$ cat config.mk
export PLATFORM = sky130hd
export DESIGN_NAME = color_tolerance_match_vote_core
export DESIGN_NICKNAME = d
export VERILOG_FILES = /design/src/design/ctmv_pkg.sv /design/src/design/color_tolerance_match_vote_core.sv
export SDC_FILE = /design/constraint.sdc
export NUM_CORES = 1
export LEC_CHECK = 0
export ABC_AREA = 1
export BUFFER_PORTS_ARGS = -buffer_cell sky130_fd_sc_hd__buf_4
export CORE_ASPECT_RATIO = 1.5
export CORE_MARGIN = 5
export CORE_UTILIZATION = 64
export CTS_CLUSTER_SIZE = 25
export DETAILED_ROUTE_END_ITERATION = 8
export PLACE_DENSITY = 0.82
export SLEW_MARGIN = 20
export SYNTH_ARGS = -nofsm -noshare
export SYNTH_HDL_FRONTEND = slang
export SYNTH_SLANG_ARGS = --single-unit
$ cat constraint.sdc
create_clock -name clk -period 15.1 [get_ports clk]
set_input_delay 1.51 -clock clk [delete_from_list [all_inputs] [get_ports clk]]
set_output_delay 1.51 -clock clk [all_outputs]
set_load 0.1 [all_outputs]
$ cat src/design/ctmv_pkg.sv
// package for the colour tolerance match and vote core
// holds sizes, register codes, reset values and the transfer structs
// no dependencies
package ctmv_pkg;

  // table and channel sizes
  localparam int MAX_COLORS   = 8;
  localparam int CHANNEL_BITS = 16;
  localparam int IDX_W        = $clog2(MAX_COLORS);
  localparam int CNT_W        = $clog2(MAX_COLORS + 1);
  localparam int SUM_W        = 8 + IDX_W;

  // label reported when nothing is certain
  localparam logic [7:0] UNKNOWN_LABEL = 8'd117;

  // input commands
  localparam logic CMD_WRITE    = 1'b0;
  localparam logic CMD_CLASSIFY = 1'b1;

  // configuration register indexes
  localparam int CFG_IDX_W = 2;
  localparam logic [CFG_IDX_W-1:0] CFG_TOLERANCE   = 2'd0;
  localparam logic [CFG_IDX_W-1:0] CFG_COLOR_COUNT = 2'd1;
  localparam logic [CFG_IDX_W-1:0] CFG_SAMPLE_SIZE = 2'd2;
  localparam logic [CFG_IDX_W-1:0] CFG_CERTAINTY   = 2'd3;

  // configuration reset values
  localparam logic [7:0] RST_TOLERANCE   = 8'd10;
  localparam logic [3:0] RST_COLOR_COUNT = 4'd1;
  localparam logic [7:0] RST_SAMPLE_SIZE = 8'd1;
  localparam logic [7:0] RST_CERTAINTY   = 8'd128;

  // input transfer
  typedef struct packed {
    logic        command;
    logic [2:0]  entry_index;
    logic [15:0] red_value;
    logic [15:0] green_value;
    logic [15:0] blue_value;
    logic [7:0]  entry_label;
  } in_item_t;

  // result transfer
  typedef struct packed {
    logic [7:0] sample_label;
    logic       sample_matched;
    logic       vote_valid;
    logic [7:0] vote_label;
  } out_item_t;

  // one reference table entry
  typedef struct packed {
    logic [7:0]              label;
    logic [CHANNEL_BITS-1:0] blue;
    logic [CHANNEL_BITS-1:0] green;
    logic [CHANNEL_BITS-1:0] red;
  } ref_entry_t;

endpackage

$ cat src/design/color_tolerance_match_vote_core.sv
// colour tolerance match and vote core, top level
// reference table, vote counters and a small sequencer with one shared compare unit
// depends on ctmv_pkg
//
// Usage: an item is taken on a rising edge with start high and busy low.
// A write item (command 0) loads one reference entry in that same cycle and its
// result (no match, labels 'u') appears on the next cycle; busy stays low.
// A classify item (command 1) walks the table one entry at a time (table
// read, then the tolerance compare) until the first match, then checks whether
// the vote window is complete. A completed window with entries in use adds a
// scan over their vote counters, a multiply step and a decision step; busy is
// high throughout.
// Each result is shown for exactly one cycle with out_valid high; the receiver
// cannot stall, and the next item may be taken in that same cycle.
// Configuration goes over cfg_valid/cfg_ready/cfg_index/cfg_wdata, ready while
// idle. Synchronous reset clears control, vote counters, sample count and loads
// the register reset values; the reference table is undefined until written.
module color_tolerance_match_vote_core (
  input  logic                               clk,
  input  logic                               rst_n,
  input  logic                               start,
  output logic                               busy,
  input  ctmv_pkg::in_item_t                 in_item,
  output logic                               out_valid,
  output ctmv_pkg::out_item_t                out_item,
  input  logic                               cfg_valid,
  output logic                               cfg_ready,
  input  logic [ctmv_pkg::CFG_IDX_W-1:0]     cfg_index,
  input  logic [7:0]                         cfg_wdata
);

  // sequencer states
  localparam logic [2:0] S_IDLE = 3'd0;
  localparam logic [2:0] S_RD   = 3'd1;
  localparam logic [2:0] S_CMP  = 3'd2;
  localparam logic [2:0] S_WIN  = 3'd3;
  localparam logic [2:0] S_SCAN = 3'd4;
  localparam logic [2:0] S_MUL  = 3'd5;
  localparam logic [2:0] S_DEC  = 3'd6;

  localparam int CB  = ctmv_pkg::CHANNEL_BITS;
  localparam int IW  = ctmv_pkg::IDX_W;
  localparam int NW  = ctmv_pkg::CNT_W;
  localparam int SW  = ctmv_pkg::SUM_W;

  logic [2:0] state_r, state_nxt;

  // configuration registers
  logic [7:0] tolerance_r, sample_size_r, certainty_r;
  logic [3:0] color_count_r;

  // per item working registers
  logic [CB-1:0]  red_r, green_r, blue_r, red_nxt, green_nxt, blue_nxt;
  logic [IW-1:0]  cnt_r, cnt_nxt;
  logic [IW-1:0]  best_r, best_nxt;
  logic [7:0]     best_votes_r, best_votes_nxt;
  logic [SW-1:0]  sum_r, sum_nxt;
  logic [7:0]     label_r, label_nxt;
  logic           matched_r, matched_nxt;
  logic [16:0]    prod_r, prod_nxt;
  logic [8:0]     unknown_r, unknown_nxt;
  logic [7:0]     samples_seen_r, samples_seen_nxt;

  logic           out_valid_r, out_valid_nxt;
  ctmv_pkg::out_item_t out_item_r, out_item_nxt;

  // reference table and vote counters
  ctmv_pkg::ref_entry_t ref_mem [ctmv_pkg::MAX_COLORS];
  ctmv_pkg::ref_entry_t mem_q;
  logic                 mem_we;
  logic [IW-1:0]        mem_waddr, mem_raddr;
  ctmv_pkg::ref_entry_t mem_wdata;

  logic [7:0] votes_r [ctmv_pkg::MAX_COLORS];
  logic       vote_inc, vote_clr;

  // derived values
  logic          accept;
  logic [NW-1:0] n_active;
  logic          last_entry;
  logic [8:0]    window;
  logic [8:0]    win_size;
  logic          window_done;
  logic [7:0]    cur_votes;
  logic          near_r, near_g, near_b, entry_hit;
  logic [SW-1:0] sum_ext;

  assign accept    = start && (state_r == S_IDLE);
  assign busy      = (state_r != S_IDLE);
  assign cfg_ready = (state_r == S_IDLE);
  assign out_valid = out_valid_r;
  assign out_item  = out_item_r;

  // entries in use, saturated to the table depth
  assign n_active = (int'(color_count_r) > ctmv_pkg::MAX_COLORS)
                    ? NW'(ctmv_pkg::MAX_COLORS) : NW'(color_count_r);
  assign last_entry = (NW'(cnt_r) == NW'(n_active - NW'(1)));

  // window length including the current sample
  assign window      = {1'b0, samples_seen_r} + 9'd1;
  assign win_size    = (sample_size_r == 8'd0) ? 9'd1 : {1'b0, sample_size_r};
  assign window_done = (window >= win_size);

  assign cur_votes = votes_r[cnt_r];
  assign sum_ext   = SW'(cur_votes);

  // shared tolerance compare, all three channels of one entry
  function automatic logic chan_near(input logic [CB-1:0] s, input logic [CB-1:0] r,
                                     input logic [7:0] tol);
    logic [CB:0] diff;
    begin
      diff = (s >= r) ? ({1'b0, s} - {1'b0, r}) : ({1'b0, r} - {1'b0, s});
      chan_near = (diff <= (CB+1)'(tol));
    end
  endfunction

  assign near_r    = chan_near(red_r, mem_q.red, tolerance_r);
  assign near_g    = chan_near(green_r, mem_q.green, tolerance_r);
  assign near_b    = chan_near(blue_r, mem_q.blue, tolerance_r);
  assign entry_hit = near_r && near_g && near_b;

  // reference table write and registered read
  assign mem_we    = accept && (in_item.command == ctmv_pkg::CMD_WRITE) &&
                     (int'(in_item.entry_index) < ctmv_pkg::MAX_COLORS);
  assign mem_waddr = IW'(in_item.entry_index);
  assign mem_wdata = '{label: in_item.entry_label,
                       blue:  in_item.blue_value[CB-1:0],
                       green: in_item.green_value[CB-1:0],
                       red:   in_item.red_value[CB-1:0]};
  assign mem_raddr = (state_r == S_MUL) ? best_r : cnt_r;

  always_ff @(posedge clk) begin
    if (mem_we) begin
      ref_mem[mem_waddr] <= mem_wdata;
    end
    mem_q <= ref_mem[mem_raddr];
  end

  // vote counters, saturating increment and clear at window end
  assign vote_inc = (state_r == S_CMP) && entry_hit;
  assign vote_clr = (state_r == S_DEC) || ((state_r == S_WIN) && window_done &&
                                           (n_active == '0));

  always_ff @(posedge clk) begin
    if (!rst_n || vote_clr) begin
      for (int i = 0; i < ctmv_pkg::MAX_COLORS; i++) begin
        votes_r[i] <= 8'd0;
      end
    end else if (vote_inc && (cur_votes != 8'd255)) begin
      votes_r[cnt_r] <= cur_votes + 8'd1;
    end
  end

  // configuration writes
  always_ff @(posedge clk) begin
    if (!rst_n) begin
      tolerance_r   <= ctmv_pkg::RST_TOLERANCE;
      color_count_r <= ctmv_pkg::RST_COLOR_COUNT;
      sample_size_r <= ctmv_pkg::RST_SAMPLE_SIZE;
      certainty_r   <= ctmv_pkg::RST_CERTAINTY;
    end else if (cfg_valid && cfg_ready) begin
      case (cfg_index)
        ctmv_pkg::CFG_TOLERANCE:   tolerance_r   <= cfg_wdata;
        ctmv_pkg::CFG_COLOR_COUNT: color_count_r <= cfg_wdata[3:0];
        ctmv_pkg::CFG_SAMPLE_SIZE: sample_size_r <= cfg_wdata;
        ctmv_pkg::CFG_CERTAINTY:   certainty_r   <= cfg_wdata;
        default: ;
      endcase
    end
  end

  // sequencer next state
  always_comb begin
    state_nxt        = state_r;
    red_nxt          = red_r;
    green_nxt        = green_r;
    blue_nxt         = blue_r;
    cnt_nxt          = cnt_r;
    best_nxt         = best_r;
    best_votes_nxt   = best_votes_r;
    sum_nxt          = sum_r;
    label_nxt        = label_r;
    matched_nxt      = matched_r;
    prod_nxt         = prod_r;
    unknown_nxt      = unknown_r;
    samples_seen_nxt = samples_seen_r;
    out_valid_nxt    = 1'b0;
    out_item_nxt     = out_item_r;

    case (state_r)
      S_IDLE: begin
        if (accept) begin
          if (in_item.command == ctmv_pkg::CMD_WRITE) begin
            out_valid_nxt = 1'b1;
            out_item_nxt  = '{sample_label: ctmv_pkg::UNKNOWN_LABEL, sample_matched: 1'b0,
                              vote_valid: 1'b0, vote_label: ctmv_pkg::UNKNOWN_LABEL};
          end else begin
            red_nxt     = in_item.red_value[CB-1:0];
            green_nxt   = in_item.green_value[CB-1:0];
            blue_nxt    = in_item.blue_value[CB-1:0];
            cnt_nxt     = '0;
            label_nxt   = ctmv_pkg::UNKNOWN_LABEL;
            matched_nxt = 1'b0;
            state_nxt   = (n_active == '0) ? S_WIN : S_RD;
          end
        end
      end
      S_RD: begin
        state_nxt = S_CMP;
      end
      S_CMP: begin
        if (entry_hit) begin
          label_nxt   = mem_q.label;
          matched_nxt = 1'b1;
          state_nxt   = S_WIN;
        end else if (last_entry) begin
          state_nxt = S_WIN;
        end else begin
          cnt_nxt   = cnt_r + IW'(1);
          state_nxt = S_RD;
        end
      end
      S_WIN: begin
        if (!window_done) begin
          samples_seen_nxt = window[7:0];
          out_valid_nxt    = 1'b1;
          out_item_nxt     = '{sample_label: label_r, sample_matched: matched_r,
                               vote_valid: 1'b0, vote_label: ctmv_pkg::UNKNOWN_LABEL};
          state_nxt        = S_IDLE;
        end else if (n_active == '0) begin
          samples_seen_nxt = 8'd0;
          out_valid_nxt    = 1'b1;
          out_item_nxt     = '{sample_label: label_r, sample_matched: matched_r,
                               vote_valid: 1'b1, vote_label: ctmv_pkg::UNKNOWN_LABEL};
          state_nxt        = S_IDLE;
        end else begin
          cnt_nxt        = '0;
          best_nxt       = '0;
          best_votes_nxt = 8'd0;
          sum_nxt        = '0;
          state_nxt      = S_SCAN;
        end
      end
      S_SCAN: begin
        // one counter per cycle, lowest index wins a tie
        if (best_votes_r < cur_votes) begin
          best_nxt       = cnt_r;
          best_votes_nxt = cur_votes;
        end
        sum_nxt = sum_r + sum_ext;
        if (last_entry) begin
          state_nxt = S_MUL;
        end else begin
          cnt_nxt = cnt_r + IW'(1);
        end
      end
      S_MUL: begin
        prod_nxt    = 17'(certainty_r) * 17'(window);
        unknown_nxt = (sum_r > SW'(window)) ? 9'd0 : 9'(SW'(window) - sum_r);
        state_nxt   = S_DEC;
      end
      S_DEC: begin
        samples_seen_nxt = 8'd0;
        out_valid_nxt    = 1'b1;
        out_item_nxt     = '{sample_label: label_r, sample_matched: matched_r,
                             vote_valid: 1'b1, vote_label: ctmv_pkg::UNKNOWN_LABEL};
        if (({1'b0, best_votes_r} > unknown_r) &&
            ({1'b0, best_votes_r, 8'd0} > prod_r)) begin
          out_item_nxt.vote_label = mem_q.label;
        end
        state_nxt = S_IDLE;
      end
      default: begin
        state_nxt = S_IDLE;
      end
    endcase
  end

  // control registers
  always_ff @(posedge clk) begin
    if (!rst_n) begin
      state_r        <= S_IDLE;
      samples_seen_r <= 8'd0;
      out_valid_r    <= 1'b0;
    end else begin
      state_r        <= state_nxt;
      samples_seen_r <= samples_seen_nxt;
      out_valid_r    <= out_valid_nxt;
    end
  end

  // payload registers
  always_ff @(posedge clk) begin
    red_r        <= red_nxt;
    green_r      <= green_nxt;
    blue_r       <= blue_nxt;
    cnt_r        <= cnt_nxt;
    best_r       <= best_nxt;
    best_votes_r <= best_votes_nxt;
    sum_r        <= sum_nxt;
    label_r      <= label_nxt;
    matched_r    <= matched_nxt;
    prod_r       <= prod_nxt;
    unknown_r    <= unknown_nxt;
    out_item_r   <= out_item_nxt;
  end

  // a classify transfer always makes the core busy
  a_classify_busy: assert property (@(posedge clk) disable iff (!rst_n)
    start && !busy && (in_item.command == ctmv_pkg::CMD_CLASSIFY) |=> busy)
    else $error("classify transfer did not start the sequencer");

  // a closed window leaves the sample count at zero
  a_window_clears: assert property (@(posedge clk) disable iff (!rst_n)
    out_valid && out_item.vote_valid |-> samples_seen_r == 8'd0)
    else $error("sample count not cleared after vote");

  // unmatched result carries the unknown label
  a_nomatch_label: assert property (@(posedge clk) disable iff (!rst_n)
    out_valid && !out_item.sample_matched |-> out_item.sample_label == ctmv_pkg::UNKNOWN_LABEL)
    else $error("unmatched sample with a real label");

  // no vote label outside a window close
  a_vote_label: assert property (@(posedge clk) disable iff (!rst_n)
    out_valid && !out_item.vote_valid |-> out_item.vote_label == ctmv_pkg::UNKNOWN_LABEL)
    else $error("vote label outside a window close");

endmodule

Word level (Yosys, flattened, before mapping) --
Memory sizes are Yosys's and may differ from the RTL's. A register that Yosys moved wholly into a read port is not among the register bits. Index checks and enable logic that the tools add are counted. Widths: inputs -> output; s select.
Storage, ports and cells: output and inout bits 21, logic and storage cells 171, memories kept 2, bits of input ports 74, register bits after elaboration 166, bits in writable memories 512
Operators by class: add/subtract/negate cells 12, reductions and logical operators 36, bitwise logic cells 1, muxes and demuxes 64, equality and inequality tests 21, multipliers 1, magnitude comparators 12
Memories:
- ref_mem | words 8, bits a word 56, read ports 1, clocked after memory_dff 1, wr ports 1, line color_tolerance_match_vote_core.sv:68 | ctmv_pkg::ref_entry_t ref_mem [ctmv_pkg::MAX_COLORS];
- votes_r | words 8, bits a word 8, read ports 1, clocked after memory_dff 1, wr ports 8, line color_tolerance_match_vote_core.sv:74 | logic [7:0] votes_r [ctmv_pkg::MAX_COLORS];
Operators by type and width (count):
- $sub 16x16->17 | 6
- $mux 8 | 11
- $mux 18 | 4
- $pmux 18 s3 | 1
- $le 17x8->1 | 3
- $mux 17 | 3
- $ge 16x16->1 | 3
- $pmux 8 s2 | 3
- $mux 3 | 15
- $mux 11 | 2
- $pmux 11 s2 | 1
- $pmux 3 s6 | 1
- $gt 16x17->1 | 1
- $mul 8x9->17 | 1
- $ne 2x2->1 const B | 8
- $mux 1 | 15
- $pmux 3 s4 | 1
- $reduce_and 4->1 | 3
- $add 11x8->11 | 1
- $gt 11x9->1 | 1
- $logic_and 1x1->1 | 10
- $reduce_and 2->1 | 5
- $add 8x1->9 const B | 1
- $eq 3x3->1 const B | 3
- 34 further kinds | 44

Depth between registers and ports, before layout --
Gate-level depths: netlist of the first run.
word-level depth 12, depth in mapped cells 37, gate-level depth less buffers 36

Worst setup path before layout of the first run --
OpenSTA, ideal clock, no wires.
kind input port to flip-flop, start point input port start, end point memory ref_mem[2][0] (netlist bit) (enable), stages 5, arrival 5972 ps, buffers on the path 0, library setup time 539 ps, data required time 14561 ps, path slack 8588 ps, cell sequence inv_1 > nor3_1 > inv_1 > or2_2 > nor3_1
Between the ends: word-level cells in the longest chain between the ends 4
Ends and longest elaborated chain:
- start: declaration | line color_tolerance_match_vote_core.sv:21 | input logic start,
- $logic_and 1x1->1 | line color_tolerance_match_vote_core.sv:88 | assign accept = start && (state_r == S_IDLE);
- $logic_and 1x1->1 | line color_tolerance_match_vote_core.sv:123 | assign mem_we = accept && (in_item.command == ctmv_pkg::CMD_WRITE) &&
- $mux 1 | line color_tolerance_match_vote_core.sv:133 | if (mem_we) begin
- $mux 1 (not written as such) | line color_tolerance_match_vote_core.sv:134 | ref_mem[mem_waddr] <= mem_wdata;
- end: declaration | line color_tolerance_match_vote_core.sv:68
Every way passes these cells.

Worst setup path in the final report of the first run --
start point register samples_seen_r[0], end point register prod_r[16] (data pin)
Between the ends: word-level cells in the longest chain between the ends 2
Ends and longest elaborated chain:
- start: declaration | line color_tolerance_match_vote_core.sv:62 | logic [7:0] samples_seen_r, samples_seen_nxt;
- start signal: assignment | line color_tolerance_match_vote_core.sv:287 | samples_seen_r <= samples_seen_nxt;
- $add 8x1->9 | line color_tolerance_match_vote_core.sv:100 | assign window = {1'b0, samples_seen_r} + 9'd1;
- $mul 8x9->17 | line color_tolerance_match_vote_core.sv:258 | prod_nxt = 17'(certainty_r) * 17'(window);
- end signal: assignment | line color_tolerance_match_vote_core.sv:303 | prod_r <= prod_nxt;
- end: declaration | line color_tolerance_match_vote_core.sv:60 | logic [16:0] prod_r, prod_nxt;
Every way passes these cells. A chain may end at the register's enable or synchronous reset.

==> results of run 1 <==
-- how the worst max path moves through the flow --
stage	from	depth (start not counted)	slack, ps	to
floorplan	start	5	8590	ref_mem[2][0]
global placement	samples_seen_r[0]	22	9490	prod_r[16]
detailed placement	samples_seen_r[0]	22	9300	prod_r[16]
CTS	samples_seen_r[0]	22	9260	prod_r[16]
global route	samples_seen_r[0]	21	8850	prod_r[16]
finish	samples_seen_r[0]	22	9180	prod_r[16]
-- metrics by stage --
step	hold slack, ps	utilization (%)
5_1_grt	524.2	70.97
4_1_cts	483.8	70.96
3_3_place_gp	465.2	66.94
6_report	479.1	70.97
3_5_place_dp	471.6	66.94
2_1_floorplan	430.8	-
-- cell families after synthesis --
family / Yosys count / share of synthesized area [%]
adders and majority gates: 268 / 9.784
buffers and inverters: 647 / 6.592
muxes: 5 / 0.1313
and+or+nand+nor: 1588 / 17.47
xor gates and xnor gates: 52 / 1.195
DFF: 737 / 55.47
AOI/OAI and AO/OA: 645 / 9.360
-- where the power goes --
part / switching, mW / internal [mW] / leakage (nW)
clock network: 0.785 / 1.02 / 1.16
logic: 1.11 / 0.490 / 9.79
registers: 0.0563 / 2.30 / 6.65
total: 1.96 / 3.80 / 17.6
-- registers in the layout, summed over array words and instances (netlist names), 4 cells and up, named ones only --
register	cells
best_votes_r	8
blue_r	16
certainty_r	8
color_count_r	4
green_r	16
label_r	8
mem_q	56
out_item	18
prod_r	17
red_r	16
ref_mem	448
sample_size_r	8
samples_seen_r	8
sum_r	11
tolerance_r	8
unknown_r	9
votes_r	64
-- Yosys cell counts (6+ instances only) --
cell type  instances  area, sq um
dfxtp_1           99         1982
nor2_2            12        75.07
xor2_1            36        315.3
xnor2_1           16        140.1
nand2_4            7        78.83
o21ai_0          320         1602
nand4_1           33        206.5
buf_2              9        45.04
edfxtp_1         638        19160
nand2_2            9        56.30
o22ai_1           59        369.1
or2_2              8        50.05
a21oi_1          140        700.7
nand3_2            6        60.06
nand2_1          673         2526
o21bai_1          10        75.07
inv_2             13        48.80
nor4_1             6        37.54
nand3_1          123        615.6
nand4_4            8        170.2
nor3_1            29        145.1
nor2_1           660         2477
fa_1              50         1001
a211oi_1          13        97.59
clkbuf_1         100        375.4
ha_1             218         2728
a31oi_1           59        369.1
inv_1            506         1899
o32ai_1           13        113.9
-- per-layer routing --
metal	vias up	GRT usage (%)	wire length [um]
met2	1262	52.67	49340
met5	-	0	0
li1	13338	-	-
met3	239	3.855	7361
met4	0	12.25	4247
met1	13315	33.04	33100
-- worst max-delay path: stages, from the launching register on --
cell	delay (ps)
dfxtp_1	670
ha_1	260
nor2_1	40
nor2_1	590
inv_1	250
nor2_1	250
fa_1	230
inv_1	60
fa_1	470
inv_1	40
ha_1	300
fa_1	450
ha_1	360
nand3_1	100
nand2_1	100
a21oi_1	70
o21bai_1	190
a21o_1	140
a21oi_1	90
o21ai_0	460
nand3_1	180
o21ai_0	230
xor2_1	90
-- layout make-up --
type,instances,area [sq um]
inverter,523,1972
fill,4247,17140
clock buffer,87,1863
antenna,3,7.507
clock inverter,37,511.7
timing repair buffer,121,908.4
sequential,737,21140
multi-input combinational,2558,14540
tap,777,972.2
==> results.yml, run 1 <==
timing:
  hold_viol: 0
  rsz0062_at_grt: "false"
  finalMaxSlewViolations: 0
  period_share_pct: 39.23
  period_minus_slack_ps: 5924
  setup_tns_ps: 0
  fin_ws_ps: 9176
  slew-limit-headroom_pct: 25.34
  max_freq_mhz: 168.8
  setup-violations-final: 0
  tightest_slew_ps: 1112
  fin_worst_skew_ps: 26.64
clock_tree:
  cts_resized: 0
  clock_latency_ps: 640
  cts.root.buffer_cell: "clkbuf_16"
  clk_path_buf_depth: 3
  clk_transition_reported_paths_ps: 70
  clock_sinks: 737
  htreeDepth: 3
  hold_buffers: 0
  tritoncts: "done"
  numCtsBuffers: 67
  postCtsSetupBuffers: 0
global_routing:
  grt-ovfl-total: 0
  grt_max_degree: 142
  antenna_found_initial: 4
  grt_usage_pct: 28.44
  grt_pass1_vias: 27585
  grt_pass1_wl_um: 144700
worst_hold_path:
  hold_depth: 2
  hp-class: "register to register"
  hold-path-endpoint: "color_count_r[0]"
  min_from: "color_count_r[0]"
setup_path:
  rr_worst_depth: 22
  r2r_start: "samples_seen_r[0]"
  cp-end-kind: "register"
  crit_fanout: 13
  start_kind: "register"
  critPathRequiredTime_ps: 15460
  r2r_slack_ps: 9180
  reg2reg_to: "prod_r[16]"
  worstPathArrival_ps: 6290
  crit_type: "register to register"
die:
  die-area_sq_um: 64630
  rows: 109
  start_util_pct: 64.54
  die_w_um: 209.2
  io_pins: 95
  dieHeight_um: 308.9
  core-area_sq_um: 59050
layout:
  drive_gt1_share_pct: 7.974
  nNetsFinal: 4350
  mostFrequentLayoutCell: "nand2_1"
  final_cell_mix: "672 x nand2_1, 658 x nor2_1, 638 x edfxtp_1"
  stdcell_area_sq_um: 41910
  syn_to_final_growth_pct: 9.977
  stdcell_count: 4843
placed_design:
  gp_congestion: 0.9715
  port_buffers: 94
  placed_area_sq_um: 39530
  dp_slack_ps: 9297
  place_inst: 4716
  hpwl_um: 64130
flow_run:
  cap_viol_max_count: 0
drt:
  ant_nets: 0
  wl_per_cell_um: 19.42
  wl_um: 94050
  routed_via_density: 5.813
  vias: 28154
  drt_iter0_drc: 2415
  first_pass_iters: 6
  drc_errors: 0
pwr:
  finalPower_mw: 5.760
  vdd_drop_max_mv: 0.1502
  p_leak_nw: 17.60
  p_per_area_nw_per_um2: 137.4
yosys:
  syn_inst: 3942
  synth_async_sr_flop_share_pct: 0
  netlist_area_sq_um: 38110
  synth.distinct_cells: 57
  synth-edff-count: 638
  ys.flop_type: "edfxtp_1"
  avgSynthCellArea_sq_um: 9.668
  ys_seq_area_share_pct: 55.47
  yosysWarnings: 0
  synth_seq_cells: 737
  syn_nets: 4284
run_status:
  status: "finished, final reports clean"
No activity file was read; power rests on OpenSTA's default activity.
==> inputs of run 2 (changes only) <==
--- a/config.mk
+++ b/config.mk
@@ -9,10 +9,10 @@
 export BUFFER_PORTS_ARGS = -buffer_cell sky130_fd_sc_hd__buf_4
 export CORE_ASPECT_RATIO = 1.5
 export CORE_MARGIN = 5
-export CORE_UTILIZATION = 64
+export CORE_UTILIZATION = 57
 export CTS_CLUSTER_SIZE = 25
 export DETAILED_ROUTE_END_ITERATION = 8
-export PLACE_DENSITY = 0.82
+export PLACE_DENSITY = 0.78
 export SLEW_MARGIN = 20
 export SYNTH_ARGS = -nofsm -noshare
 export SYNTH_HDL_FRONTEND = slang
==> constraint.sdc (replaced) <==
create_clock -name clk -period 5.3 [get_ports clk]
set_input_delay 0.53 -clock clk [delete_from_list [all_inputs] [get_ports clk]]
set_output_delay 0.53 -clock clk [all_outputs]
set_load 0.1 [all_outputs]
==> run 2 against run 1 <==
Global-route usage is 3.8 points lower; register-to-register slack worse by 8800 ps; final cell count is 2.5% higher; via count is 1.2% lower; sequential power grew to 2.9 times the previous value; first-iteration DRC count is 9.1% lower; utilization is 7.5 points lower; routed wire length is 2.9% lower; sequential share of layout area is 0.34 points lower; clock power grew to 2.7 times the previous value.
==> results.yml, run 2 (synthesized netlist as in run 1, its figures left out) <==
timing:
  tightest_slew_ps: 1152
  rsz0062_at_grt: "false"
  fin_worst_skew_ps: 24.94
  fin_ws_ps: 392.2
  holdWs_ps: 127.5
  period_share_pct: 92.60
  setup_tns_ps: 0
  slew-limit-headroom_pct: 22.64
  hold_viol: 0
  finalMaxSlewViolations: 0
  setup-violations-final: 0
  max_freq_mhz: 203.8
  period_minus_slack_ps: 4908
layout:
  top_register: "ref_mem"
  fillers: 5350
  drive_gt1_share_pct: 8.411
  mostFrequentLayoutCell: "nand2_1"
  final_cell_mix: "664 x nand2_1, 658 x nor2_1, 638 x edfxtp_1"
  largest_reg_flops: 448
  syn_to_final_growth_pct: 10.73
  nNetsFinal: 4364
  largestRegisters: "ref_mem x448, votes_r x64, mem_q x56"
  stdcell_count: 4964
  final_util_pct: 63.48
drt:
  ant_nets: 0
  drt_iter0_drc: 2195
  wl_per_cell_um: 18.39
  first_pass_iters: 6
  vias: 27807
  routed_via_density: 5.602
  wl_um: 91290
  drc_errors: 0
die:
  start_util_pct: 57.33
  core-area_sq_um: 66470
  dieHeight_um: 326.7
  io_pins: 95
  rows: 116
  die-area_sq_um: 72240
  die_w_um: 221.1
placed_design:
  gp_congestion: 0.9833
  place_inst: 4837
  port_buffers: 94
  dp_slack_ps: 305.3
  hpwl_um: 63210
clock_tree:
  cts.root.buffer_cell: "clkbuf_16"
  clock_latency_ps: 640
  clk_transition_reported_paths_ps: 60
  hold_buffers: 0
  tritoncts: "done"
  numCtsBuffers: 68
  htreeDepth: 3
  clock_sinks: 737
  clk_path_buf_depth: 3
pwr:
  p_leak_nw: 17.65
  vdd_drop_max_mv: 0.3826
  p_per_area_nw_per_um2: 382.4
setup_path:
  critPathRequiredTime_ps: 5670
  crit_fanout: 5
  cpPeakStageDelay_ps: 550
  cp-end-kind: "register"
  cpMostUsedCell: "nand2_1"
  start_kind: "register"
  crit_type: "register to register"
  worstPathArrival_ps: 5280
  cpMaxStageDelayCell: "fa_1"
global_routing:
  grt_use_met1_pct: 29.75
  grt-ovfl-total: 0
  use_met2_pct: 44.71
  grt_most_used_layer: "met2"
  antenna_found_initial: 2
  grt_pass1_wl_um: 142700
  grt_pass1_vias: 27192
  grt_usage_pct: 24.65
  grt_max_degree: 125
  gr-usage-met3_pct: 2.957
worst_hold_path:
  hp-class: "input port to register"
flow_run:
  cap_viol_max_count: 0
run_status:
  status: "finished, final reports clean"
-- run 2: worst paths after layout --
| kind | from | endpoint | slack (ps) | depth (start not counted) |
|---|---|---|---|---|
| hold / removal | in_item[3] | ref_mem[0][51] | 130 | 1 |
| setup / recovery | samples_seen_r[0] | prod_r[15] | 390 | 25 |
| hold reg to reg | sample_size_r[2] | sample_size_r[2] | 490 | 2 |
| setup reg to reg | samples_seen_r[0] | prod_r[15] | 390 | 25 |
-- run 2: metal layers --
| layer | vias up | part of all wire (%) |
|---|---|---|
| met1 | 13177 | 38 |
| met5 | - | 0 |
| li1 | 13376 | - |
| met3 | 222 | 6.5 |
| met2 | 1032 | 52 |
| met4 | 0 | 3.9 |
-- run 2: power breakdown --
group / total (mW) / switching, mW / internal (mW)
registers: 6.71 / 0.160 / 6.55
logic: 4.54 / 3.12 / 1.42
clock network: 4.89 / 2.17 / 2.73
-- run 2: final cells by class --
class                      instances  area, sq um  area share, %
inverter                         523         1972          4.673
timing repair buffer             134         1094          2.591
clock buffer                      82         1847          4.376
sequential                       737        21140          50.10
clock inverter                    44        410.4         0.9725
tap                              885         1107          2.624
antenna                            1        2.502       0.005930
multi-input combinational       2558        14630          34.66
-- run 2: repair_timing --
| item | CTS | global route |
|---|---|---|
| endpoints found under the setup margin | 0 | 66 |
| setup buffers | 0 | 0 |
| gates resized for setup | 0 | 20 |
-- run 2: worst max-delay path: cells and delay by family (launching register included) --
| kind | cells | cell delay [ps] |
|---|---|---|
| AO/OA/AOI/OAI | 2 | 270 |
| AND/OR/NAND/NOR | 12 | 1100 |
| flip-flops | 1 | 410 |
| buffers and inverters | 4 | 240 |
| XOR/XNOR | 1 | 110 |
| adder cells (fa/ha/maj) | 6 | 2540 |
-- run 2: per-stage QoR --
stage	cell area (sq um)	total power, mW
2_1_floorplan	38130	10.02
3_3_place_gp	39870	11.22
4_1_cts	42130	16.18
6_report	42200	16.14
5_1_grt	42200	17.01
3_5_place_dp	39870	11.31
